==> config.mk <==
export PLATFORM = sky130hd
export DESIGN_NAME = sorted_priority_queue_core_flat
export DESIGN_NICKNAME = d
export VERILOG_FILES = /design/src/design/spq_pkg.sv /design/src/design/spq_if.sv /design/src/design/spq_cell.sv /design/src/design/sorted_priority_queue_core.sv /design/src/flat_wrapper.sv
export SDC_FILE = /design/constraint.sdc
export NUM_CORES = 2
export LEC_CHECK = 0
export ABC_AREA = 1
export BUFFER_PORTS_ARGS = -buffer_cell sky130_fd_sc_hd__buf_4
export CAP_MARGIN = 20
export CORE_ASPECT_RATIO = 1.25
export CORE_UTILIZATION = 45
export DETAILED_ROUTE_END_ITERATION = 6
export HOLD_SLACK_MARGIN = 0.1
export SYNTH_ARGS = -nofsm -noshare
export SYNTH_HDL_FRONTEND = slang
export SYNTH_SLANG_ARGS = --single-unit
==> constraint.sdc <==
create_clock -name clock -period 11.6 [get_ports clock]
set_input_delay 0.58 -clock clock [delete_from_list [all_inputs] [get_ports clock]]
set_output_delay 0.58 -clock clock [all_outputs]
set_load 0.05 [all_outputs]
==> src/design/spq_pkg.sv <==
package spq_pkg;

   localparam int unsigned DATA_W = 32;
   localparam int unsigned PRIO_W = 32;

   typedef enum logic {
      MODE_INSERT = 1'b0,
      MODE_REMOVE = 1'b1
   } mode_type;

   typedef enum logic [1:0] {
      ST_INSERTED = 2'd0,
      ST_REMOVED  = 2'd1,
      ST_EMPTY    = 2'd2,
      ST_FULL     = 2'd3
   } status_type;

   // per-cell command, issued by the queue controller every cycle
   typedef enum logic [1:0] {
      CELL_HOLD       = 2'd0,
      CELL_LOAD       = 2'd1,   // take the incoming entry
      CELL_SHIFT_UP   = 2'd2,   // take the entry of the cell in front
      CELL_SHIFT_DOWN = 2'd3    // take the entry of the cell behind
   } cell_op_type;

   typedef struct packed {
      logic signed [DATA_W-1:0] ent_data;
      logic signed [PRIO_W-1:0] ent_prio;
   } entry_type;

endpackage

==> src/design/spq_if.sv <==
interface spq_req_if;
   logic                                 valid;
   logic                                 ready;
   logic                                 mode;
   logic signed [spq_pkg::DATA_W-1:0]    item_data;
   logic signed [spq_pkg::PRIO_W-1:0]    item_priority;

   modport source (output valid, output mode, output item_data, output item_priority,
                   input ready);
   modport sink   (input valid, input mode, input item_data, input item_priority,
                   output ready);
endinterface

interface spq_rsp_if;
   logic                                 valid;
   logic                                 ready;
   logic [1:0]                           status;
   logic signed [spq_pkg::DATA_W-1:0]    out_data;
   logic signed [spq_pkg::PRIO_W-1:0]    out_priority;

   modport source (output valid, output status, output out_data, output out_priority,
                   input ready);
   modport sink   (input valid, input status, input out_data, input out_priority,
                   output ready);
endinterface

==> src/design/spq_cell.sv <==
module spq_cell (
   input  logic                   clock,
   input  spq_pkg::cell_op_type   op,
   input  spq_pkg::entry_type     new_entry,
   input  spq_pkg::entry_type     front_entry,
   input  spq_pkg::entry_type     back_entry,
   output spq_pkg::entry_type     entry,
   output logic                   gt_new
);

   spq_pkg::entry_type entry_ff;
   spq_pkg::entry_type entry_in;

   // strict compare keeps equal priorities in arrival order
   assign gt_new = $signed(entry_ff.ent_prio) > $signed(new_entry.ent_prio);
   assign entry  = entry_ff;

   always_comb begin
      case (op)
         spq_pkg::CELL_HOLD:       entry_in = entry_ff;
         spq_pkg::CELL_LOAD:       entry_in = new_entry;
         spq_pkg::CELL_SHIFT_UP:   entry_in = front_entry;
         spq_pkg::CELL_SHIFT_DOWN: entry_in = back_entry;
         default:                  entry_in = entry_ff;
      endcase
   end

   always_ff @(posedge clock) begin
      entry_ff <= entry_in;
   end

endmodule

==> src/design/sorted_priority_queue_core.sv <==
// Sorted priority queue built as a row of DEPTH shift cells.
// Channels: req (sink) carries one word per operation: mode selects insert or
// remove, item_data / item_priority give the entry on insert. rsp (source)
// returns exactly one word per request: status, and on a successful remove the
// data and priority of the front entry (lowest priority, oldest among equals);
// otherwise out_data and out_priority are zero.
// Operation: every cell compares its priority with the incoming one in
// parallel; on insert the cells behind the insertion point shift back by one
// and the hole takes the new entry, on remove all cells shift forward.
// Timing: the result word is registered, valid in the cycle after acceptance.
// One request is accepted per cycle while req.ready is high; the cost per
// request is a single compare across the cell row plus the shift.
// Stall: the result sits in an output register; while it waits, a new request
// is still taken if rsp.ready is high in the same cycle, otherwise req.ready
// drops until the word is taken.
// Reset: synchronous, clears the entry count and the output valid; cell
// contents are don't-care until written. No clearing pass is needed.
// Full insert returns ST_FULL and drops the entry; remove on empty returns
// ST_EMPTY; neither changes the stored entries.
module sorted_priority_queue_core #(
   parameter int unsigned DEPTH = 16
) (
   input  logic       clock,
   input  logic       reset,
   spq_req_if.sink    req,
   spq_rsp_if.source  rsp
);

   localparam int unsigned CntW = $clog2(DEPTH + 1);

   // number of valid entries; cells [0, count) hold the sorted list
   logic [CntW-1:0] count_ff;
   logic [CntW-1:0] count_in;

   logic                       rsp_valid_ff;
   logic                       rsp_valid_in;
   spq_pkg::status_type        status_ff;
   spq_pkg::status_type        status_in;
   spq_pkg::entry_type         out_ff;
   spq_pkg::entry_type         out_in;

   logic accept;
   logic is_insert;
   logic full;
   logic empty;
   logic do_insert;
   logic do_remove;

   spq_pkg::entry_type   new_entry;
   spq_pkg::entry_type   cell_entry [DEPTH];
   logic [DEPTH-1:0]     cell_gt;
   logic [DEPTH-1:0]     take;      // cell sits at or behind the insertion point
   spq_pkg::cell_op_type cell_op [DEPTH];

   assign req.ready = !rsp_valid_ff || rsp.ready;
   assign accept    = req.valid && req.ready;
   assign is_insert = (req.mode == spq_pkg::MODE_INSERT);
   assign full      = (count_ff == CntW'(DEPTH));
   assign empty     = (count_ff == '0);
   assign do_insert = accept && is_insert && !full;
   assign do_remove = accept && !is_insert && !empty;

   assign new_entry.ent_data = req.item_data;
   assign new_entry.ent_prio = req.item_priority;

   // take is monotone over the row: empty cells and cells with a strictly
   // larger priority, so the first set bit is the insertion point
   always_comb begin
      for (int i = 0; i < DEPTH; i++) begin
         take[i] = (CntW'(i) >= count_ff) || cell_gt[i];
      end
   end

   always_comb begin
      for (int i = 0; i < DEPTH; i++) begin
         if (do_insert) begin
            if (i > 0 && take[(i > 0) ? i - 1 : 0]) begin
               cell_op[i] = spq_pkg::CELL_SHIFT_UP;
            end else if (take[i]) begin
               cell_op[i] = spq_pkg::CELL_LOAD;
            end else begin
               cell_op[i] = spq_pkg::CELL_HOLD;
            end
         end else if (do_remove) begin
            cell_op[i] = spq_pkg::CELL_SHIFT_DOWN;
         end else begin
            cell_op[i] = spq_pkg::CELL_HOLD;
         end
      end
   end

   for (genvar g = 0; g < DEPTH; g++) begin : g_cell
      spq_pkg::entry_type front_entry;
      spq_pkg::entry_type back_entry;

      if (g == 0) begin : g_head
         assign front_entry = '0;
      end else begin : g_mid
         assign front_entry = cell_entry[g-1];
      end

      if (g == DEPTH - 1) begin : g_tail
         assign back_entry = '0;
      end else begin : g_body
         assign back_entry = cell_entry[g+1];
      end

      spq_cell u_cell (
         .clock       (clock),
         .op          (cell_op[g]),
         .new_entry   (new_entry),
         .front_entry (front_entry),
         .back_entry  (back_entry),
         .entry       (cell_entry[g]),
         .gt_new      (cell_gt[g])
      );
   end

   always_comb begin
      count_in = count_ff;
      if (do_insert) begin
         count_in = count_ff + CntW'(1);
      end else if (do_remove) begin
         count_in = count_ff - CntW'(1);
      end
   end

   always_comb begin
      status_in = status_ff;
      out_in    = out_ff;
      if (accept) begin
         out_in = '0;
         if (is_insert) begin
            status_in = full ? spq_pkg::ST_FULL : spq_pkg::ST_INSERTED;
         end else if (empty) begin
            status_in = spq_pkg::ST_EMPTY;
         end else begin
            status_in = spq_pkg::ST_REMOVED;
            out_in    = cell_entry[0];
         end
      end
   end

   always_comb begin
      rsp_valid_in = rsp_valid_ff;
      if (accept) begin
         rsp_valid_in = 1'b1;
      end else if (rsp.ready) begin
         rsp_valid_in = 1'b0;
      end
   end

   always_ff @(posedge clock) begin
      if (reset) begin
         count_ff     <= '0;
         rsp_valid_ff <= 1'b0;
      end else begin
         count_ff     <= count_in;
         rsp_valid_ff <= rsp_valid_in;
      end
   end

   always_ff @(posedge clock) begin
      status_ff <= status_in;
      out_ff    <= out_in;
   end

   assign rsp.valid        = rsp_valid_ff;
   assign rsp.status       = status_ff;
   assign rsp.out_data     = out_ff.ent_data;
   assign rsp.out_priority = out_ff.ent_prio;

endmodule
==> src/flat_wrapper.sv <==
// flat-port wrapper written by rule: the top's interface ports become plain ports
module sorted_priority_queue_core_flat 
#(
   parameter int unsigned DEPTH = 16
)
  (clock, reset, req_valid, req_mode, req_item_data, req_item_priority, req_ready, rsp_valid, rsp_status, rsp_out_data, rsp_out_priority, rsp_ready);
  spq_req_if req_i ();
  spq_rsp_if rsp_i ();
  input  logic clock;
  input  logic reset;
  input wire logic [$bits(req_i.valid)-1:0] req_valid;
  input wire logic [$bits(req_i.mode)-1:0] req_mode;
  input wire logic [$bits(req_i.item_data)-1:0] req_item_data;
  input wire logic [$bits(req_i.item_priority)-1:0] req_item_priority;
  output wire logic [$bits(req_i.ready)-1:0] req_ready;
  output wire logic [$bits(rsp_i.valid)-1:0] rsp_valid;
  output wire logic [$bits(rsp_i.status)-1:0] rsp_status;
  output wire logic [$bits(rsp_i.out_data)-1:0] rsp_out_data;
  output wire logic [$bits(rsp_i.out_priority)-1:0] rsp_out_priority;
  input wire logic [$bits(rsp_i.ready)-1:0] rsp_ready;
  assign req_i.valid = req_valid;
  assign req_i.mode = req_mode;
  assign req_i.item_data = req_item_data;
  assign req_i.item_priority = req_item_priority;
  assign req_ready = req_i.ready;
  assign rsp_valid = rsp_i.valid;
  assign rsp_status = rsp_i.status;
  assign rsp_out_data = rsp_i.out_data;
  assign rsp_out_priority = rsp_i.out_priority;
  assign rsp_i.ready = rsp_ready;
  sorted_priority_queue_core #(.DEPTH(DEPTH)) u_core (.clock(clock), .reset(reset), .req(req_i), .rsp(rsp_i));
endmodule
# Word-level counts from Yosys, hierarchy flattened
# Cells that the tools add are included.
[totals]
input_bits = 69
output_inout_bits = 68
regBits = 1096
[classes]
add_sub_neg = 2
n_reduce_logical = 45
magnitude_cmp = 32
bitwise = 1
n_mux = 71
n_eq_ne = 49
[op_table]
columns = ["operator", "n"]
rows = [
  ["64-bit one-hot mux with 3 select lines", 16],
  ["32-bit greater-than comparator", 16],
  ["2-bit two-way mux", 35],
  ["2-bit == test, second input constant", 32],
  ["4-bit by 5-bit greater-or-equal comparator with 1-bit output, first input constant", 8],
  ["2-bit by 1-bit == test with 1-bit output, second input constant", 16],
  ["2-bit logical NOT", 16],
  ["3-bit by 5-bit greater-or-equal comparator with 1-bit output, first input constant", 4],
  ["1-bit two-way mux", 18],
  ["1-bit logical OR", 17],
  ["1-bit by 5-bit greater-or-equal comparator with 1-bit output, first input constant", 2],
  ["2-bit by 5-bit greater-or-equal comparator with 1-bit output, first input constant", 2],
  ["5-bit two-way mux", 2],
  ["5-bit by 1-bit adder with 5-bit output, second input constant", 1],
  ["5-bit == test, second input constant", 1],
  ["1-bit logical AND", 5],
  ["5-bit logical NOT", 1],
  ["5-bit by 1-bit subtractor with 5-bit output, second input constant", 1],
  ["2-bit nonzero test", 2],
  ["1-bit logical NOT", 3],
  ["2-bit OR reduction", 1],
  ["1-bit NOT", 1],
]

# Logic depth before layout (Yosys ltp)
[depth]
word_depth = 9
mapped_depth = 21

# Cells and area by module
# A second synthesis with hierarchy kept.
[unflattened]
cells_unflattened = 7848
area_unflattened_um2 = 68664.6
[by_module_without_submodules]
columns = ["mod", "cells_each", "area_each_um2", "instances", "seq_area_each_um2"]
rows = [
  ["spq_cell (u_core.g_cell[0].u_cell ...)", 465, 4058.9, 13, 1921.8],
  ["spq_cell (u_core.g_cell[7].u_cell ...)", 468, 4107.7, 2, 1921.8],
  ["spq_cell (u_core.g_cell[9].u_cell)", 468, 4098.9, 1, 1921.8],
  ["sorted_priority_queue_core", 399, 3584.7, 1, 2102.0],
]

# Least setup slack after synthesis
# Ideal clock, no wire load.
[synth_timing]
path_kind = "input port to flip-flop"
startpoint = "input port req_item_priority[31]"
endpoint = "register u_core.g_cell[14].u_cell.entry_ff (netlist bit u_core.g_cell[14].u_cell.entry[0]) (enable)"
slack_ns = 4.099
t_required_ns = 11.026
path_stages = 14
t_arrival_ns = 6.927
cell_sequence = "clkbuf_1 > inv_1 > ha_1 > nand2_1 > nor2_1 > nand2_1 > nor4_1 > nand2_1 > nand2_1 > nand2_1 > nand3_1 > nand3_1 > buf_2 > o21ai_0"
[synth_via]
elab_chain_len = 6
[synth_lines]
columns = ["element", "line_no", "source"]
rows = [
  ["start, declared", "flat_wrapper.sv:14", "input wire logic [$bits(req_i.item_priority)-1:0] req_item_priority;"],
  ["32-bit greater-than comparator", "spq_cell.sv:15", "assign gt_new = $signed(entry_ff.ent_prio) > $signed(new_entry.ent_prio);"],
  ["1-bit logical OR", "sorted_priority_queue_core.sv:70", "take[i] = (CntW'(i) >= count_ff) || cell_gt[i];"],
  ["1-bit two-way mux", "sorted_priority_queue_core.sv:79", "end else if (take[i]) begin"],
  ["2-bit two-way mux (*)", "sorted_priority_queue_core.sv:77", "if (i > 0 && take[(i > 0) ? i - 1 : 0]) begin"],
  ["2-bit two-way mux (*)", "sorted_priority_queue_core.sv:76", "if (do_insert) begin"],
  ["2-bit logical NOT (*)", "spq_cell.sv:19", "case (op)"],
  ["end signal, assigned", "spq_cell.sv:29", "entry_ff <= entry_in;"],
  ["end, declared", "spq_cell.sv:11", "spq_pkg::entry_type entry_ff;"],
]
# Mark *: on every way between the ends. The rest lies on a longest branch, timed or not.
# A chain may end at the register's enable or synchronous reset.

# Final worst setup path
[layout_timing]
startpoint = "register u_core.count_ff[1]"
endpoint = "register u_core.g_cell[0].u_cell.entry_ff (netlist bit u_core.g_cell[0].u_cell.entry[14]) (enable)"
[layout_via]
elab_chain_len = 6
[layout_lines]
columns = ["element", "line_no", "source"]
rows = [
  ["start, declared", "sorted_priority_queue_core.sv:32", "logic [CntW-1:0] count_ff;"],
  ["start signal, assigned", "sorted_priority_queue_core.sv:158", "count_ff <= count_in;"],
  ["parallel branches: the longest is 4 deep, another holds 1-bit by 5-bit greater-or-equal comparator with 1-bit output", "--", ""],
  ["2-bit two-way mux (*)", "sorted_priority_queue_core.sv:76", ""],
  ["2-bit logical NOT (*)", "spq_cell.sv:19", ""],
  ["end signal, assigned", "spq_cell.sv:29", ""],
  ["end, declared", "spq_cell.sv:11", ""],
]
# Every way passes the cells marked *.

==> flow_summary.json <==
{
  "worst_setup_hold_path_clk_slew_ps": 60,
  "synthCells": 9102,
  "num_vias": 63900,
  "outcome": "complete, but fails checks",
  "worstSetupPathType": "reg2reg",
  "failed_checks": "design-rule violations",
  "die_height_um": 447,
  "final_hold_viol_count": 0,
  "clock_latency_ps": 800,
  "worst_setup_path_start_kind": "register",
  "gr-usage-all-layers_pct": 32.1,
  "final_net_count": 9394,
  "final_min_period_over_clock_period_pct": 51.2,
  "post_synth_num_cell_types": 38,
  "avgSynthCellArea_um2": 7.82,
  "die_w_um": 358,
  "number_of_buffers_inserted_during_clock_tree_synthesis": 120,
  "total_power_w": 0.0130,
  "post_drt_via_cell_ratio": 5.83,
  "first_global_vias": 61274,
  "syn_nets": 9688,
  "leakage_nw": 35.8,
  "regArea_um2": 32900,
  "crit_path_end_kind": "register",
  "crit_fanout": 53,
  "crit_required_ps": 12000,
  "grt_setup_unrepaired": "false",
  "fmaxAchievable_ghz": 0.168,
  "drt_pass1_iterations": 7,
  "critical_path_data_arrival_time_ps": 6340,
  "drive_above_1_share_pct": 5.46,
  "synthTopCellsByCount": "3707 x nand2_1, 1090 x edfxtp_1, 1028 x nand3_1",
  "synth.yosys.seq_area_share_pct": 46.1,
  "post_synth_instance_area_um2": 71200,
  "htree_levels": 3,
  "cap_violations": 0,
  "fin_skew_ps": 50.5,
  "timing.slew.headroom_pct": 21.5,
  "timing.final.setup_violations": 0,
  "cts_tree": "built",
  "route.detailed.drc": 4,
  "rows": 162,
  "num_io_pins": 137,
  "ys_warn_count": 0,
  "post-cts-setup-buffers": 0,
  "initial_utilization_pct": 45.5,
  "antenna_violating_nets_post_route": 0,
  "drt_wl_total_mm": 261,
  "yosysMostFrequentCell": "nand2_1",
  "number_of_buffers_on_the_longest_clock_path": 3,
  "grt_antenna_before_repair": 5,
  "dieArea_um2": 160000,
  "primary_flip_flop_cell_chosen_by_synthesis_mapping": "edfxtp_1",
  "drt-wirelength-per-cell_um": 23.8,
  "leading_post_synthesis_cells_by_cell_area": "edfxtp_1 46%, nand2_1 20%, ha_1 9.1%",
  "initialDrtViolationCount": 7716,
  "grt.overflow.total": 0,
  "synth_enable_flop_cells": 1090,
  "area_growth_pct": 8.34,
  "first_pass_grt_wire_length_mm": 387,
  "grt_start_max_net_pins": 246,
  "worst_pin_slew_ps": 1180,
  "synth_top_area_share_pct": 46.0,
  "hp-class": "in2reg",
  "post_synthesis_sequential_element_count": 1096,
  "clock_tree.root_cell": "clkbuf_16",
  "gp_routability_congestion": 0.971,
  "place_hpwl_mm": 162,
  "synth_top_area_cell": "edfxtp_1",
  "power_density_nw_per_um2": 168,
  "clock_sink_count": 1096,
  "timing.setup.tns_ps": 0,
  "fillers": 15280,
  "core_region_area_um2": 156000,
  "area_used_by_multi_input_combinational_logic_um2": 33300,
  "min_period_ps": 5940,
  "vdd.ir_drop.worst_uv": 133,
  "timing_max_transition_violations_final": 0,
  "synthArstFlopShare_pct": 0,
  "portBuffers": 136
}
-- metrics by stage --
| step | cells | util (%) | setup WS (ps) | instance area, um2 | hold WS [ps] |
|---|---|---|---|---|---|
| finish | 10967 | 49.3 | 5660 | 77100 | 204 |
| global route | 10967 | 49.3 | 5550 | 77100 | 203 |
| CTS | 10959 | 49.2 | 5850 | 77000 | 145 |
| detailed placement | 10729 | 46.6 | 5210 | 72900 | 527 |
| global placement | 10728 | 46.6 | 5290 | 72900 | 501 |
| floorplan | 9102 | - | 4100 | 71200 | 477 |
-- cells in the final DEF (no fill, tap or decap), drive strengths merged, types with 6 or more instances in the layout --
cell         n
clkinvlp    11
a21o         8
nand4      106
nor3        14
buf        241
clkinv      62
nor4        10
clkbuf     140
o21a        24
dfxtp        6
bufinv      15
nor2       241
a21oi      228
nand2     3717
inv        617
nand3     1031
o21bai       6
ha         517
edfxtp    1090
o21ai      812
-- routing by layer --
metal | GRT usage (%) | vias up | wire length [um]
met5 | 0 | - | 13
met4 | 16.6 | 2 | 13800
met3 | 4.04 | 593 | 20100
met2 | 54.1 | 3024 | 126000
met1 | 40.0 | 30621 | 101000
li1 | - | 29660 | -
-- kinds of logic (layout without fill, tap and decap cells) --
kind of cell	after synthesis	count (layout)	share of synthesized area, %
AO/OA/AOI/OAI	1082	1082	7.75
AND/OR/NAND/NOR	5131	5131	29.5
adder cells (fa/ha/maj)	517	517	9.08
other	0	3	0
flip-flops	1096	1096	46.1
buffers and inverters	1276	1088	7.55
-- power breakdown --
group	leakage [nW]	internal [W]	total (W)	switching (W)
clock	1.96	0.00227	0.00406	0.00179
combinational	23.3	0.000956	0.00344	0.00248
sequential	10.5	0.00515	0.00551	0.000353
-- area by class of cell --
class	instances	share of cell area (%)
multi-input combinational	6730	43.2
sequential	1096	42.6
clock buffer	140	4.06
tap	2050	3.32
inverter	617	3.03
timing repair buffer	243	2.58
clock inverter	88	1.21
antenna	3	0.00973
-- worst max-delay path, stage by stage (launching register included) --
cell     delay, ps
dfxtp_1        470
inv_1          190
ha_1           250
nand3_1        210
nand2_1        160
nor2_4         150
buf_4          770
buf_4          870
nand3_1        250
nand2_4        720
buf_4          520
inv_4          340
buf_4          410
-- worst paths after layout --
path | from | endpoint | slack (ps) | cells past startpoint
worst max-delay path | u_core.count_ff[1] | u_core.g_cell[0].u_cell.entry[14] | 5660 | 12
worst min-delay path | req_item_data[0] | u_core.g_cell[14].u_cell.entry[32] | 200 | 3
worst max register to register | u_core.count_ff[1] | u_core.g_cell[0].u_cell.entry[14] | 5660 | 12
worst min register to register | u_core.count_ff[3] | u_core.count_ff[3] | 550 | 1
-- registers in the layout, indices dropped and copies added (netlist names) --
name and flops:
u_core.rsp.status 2, u_core.rsp.out_data 32, u_core.rsp.out_priority 32, u_core.rsp.valid 1, u_core.count_ff 5, u_core.g_cell.u_cell.entry 1024
-- timing repair --
| item | 4_1_cts | 5_1_grt |
|---|---|---|
| hold buffers | 2 | 0 |
| hold endpoints to repair | 1 | 0 |
| resized for setup | 0 | 0 |
(Power assumes the default switching activity.)
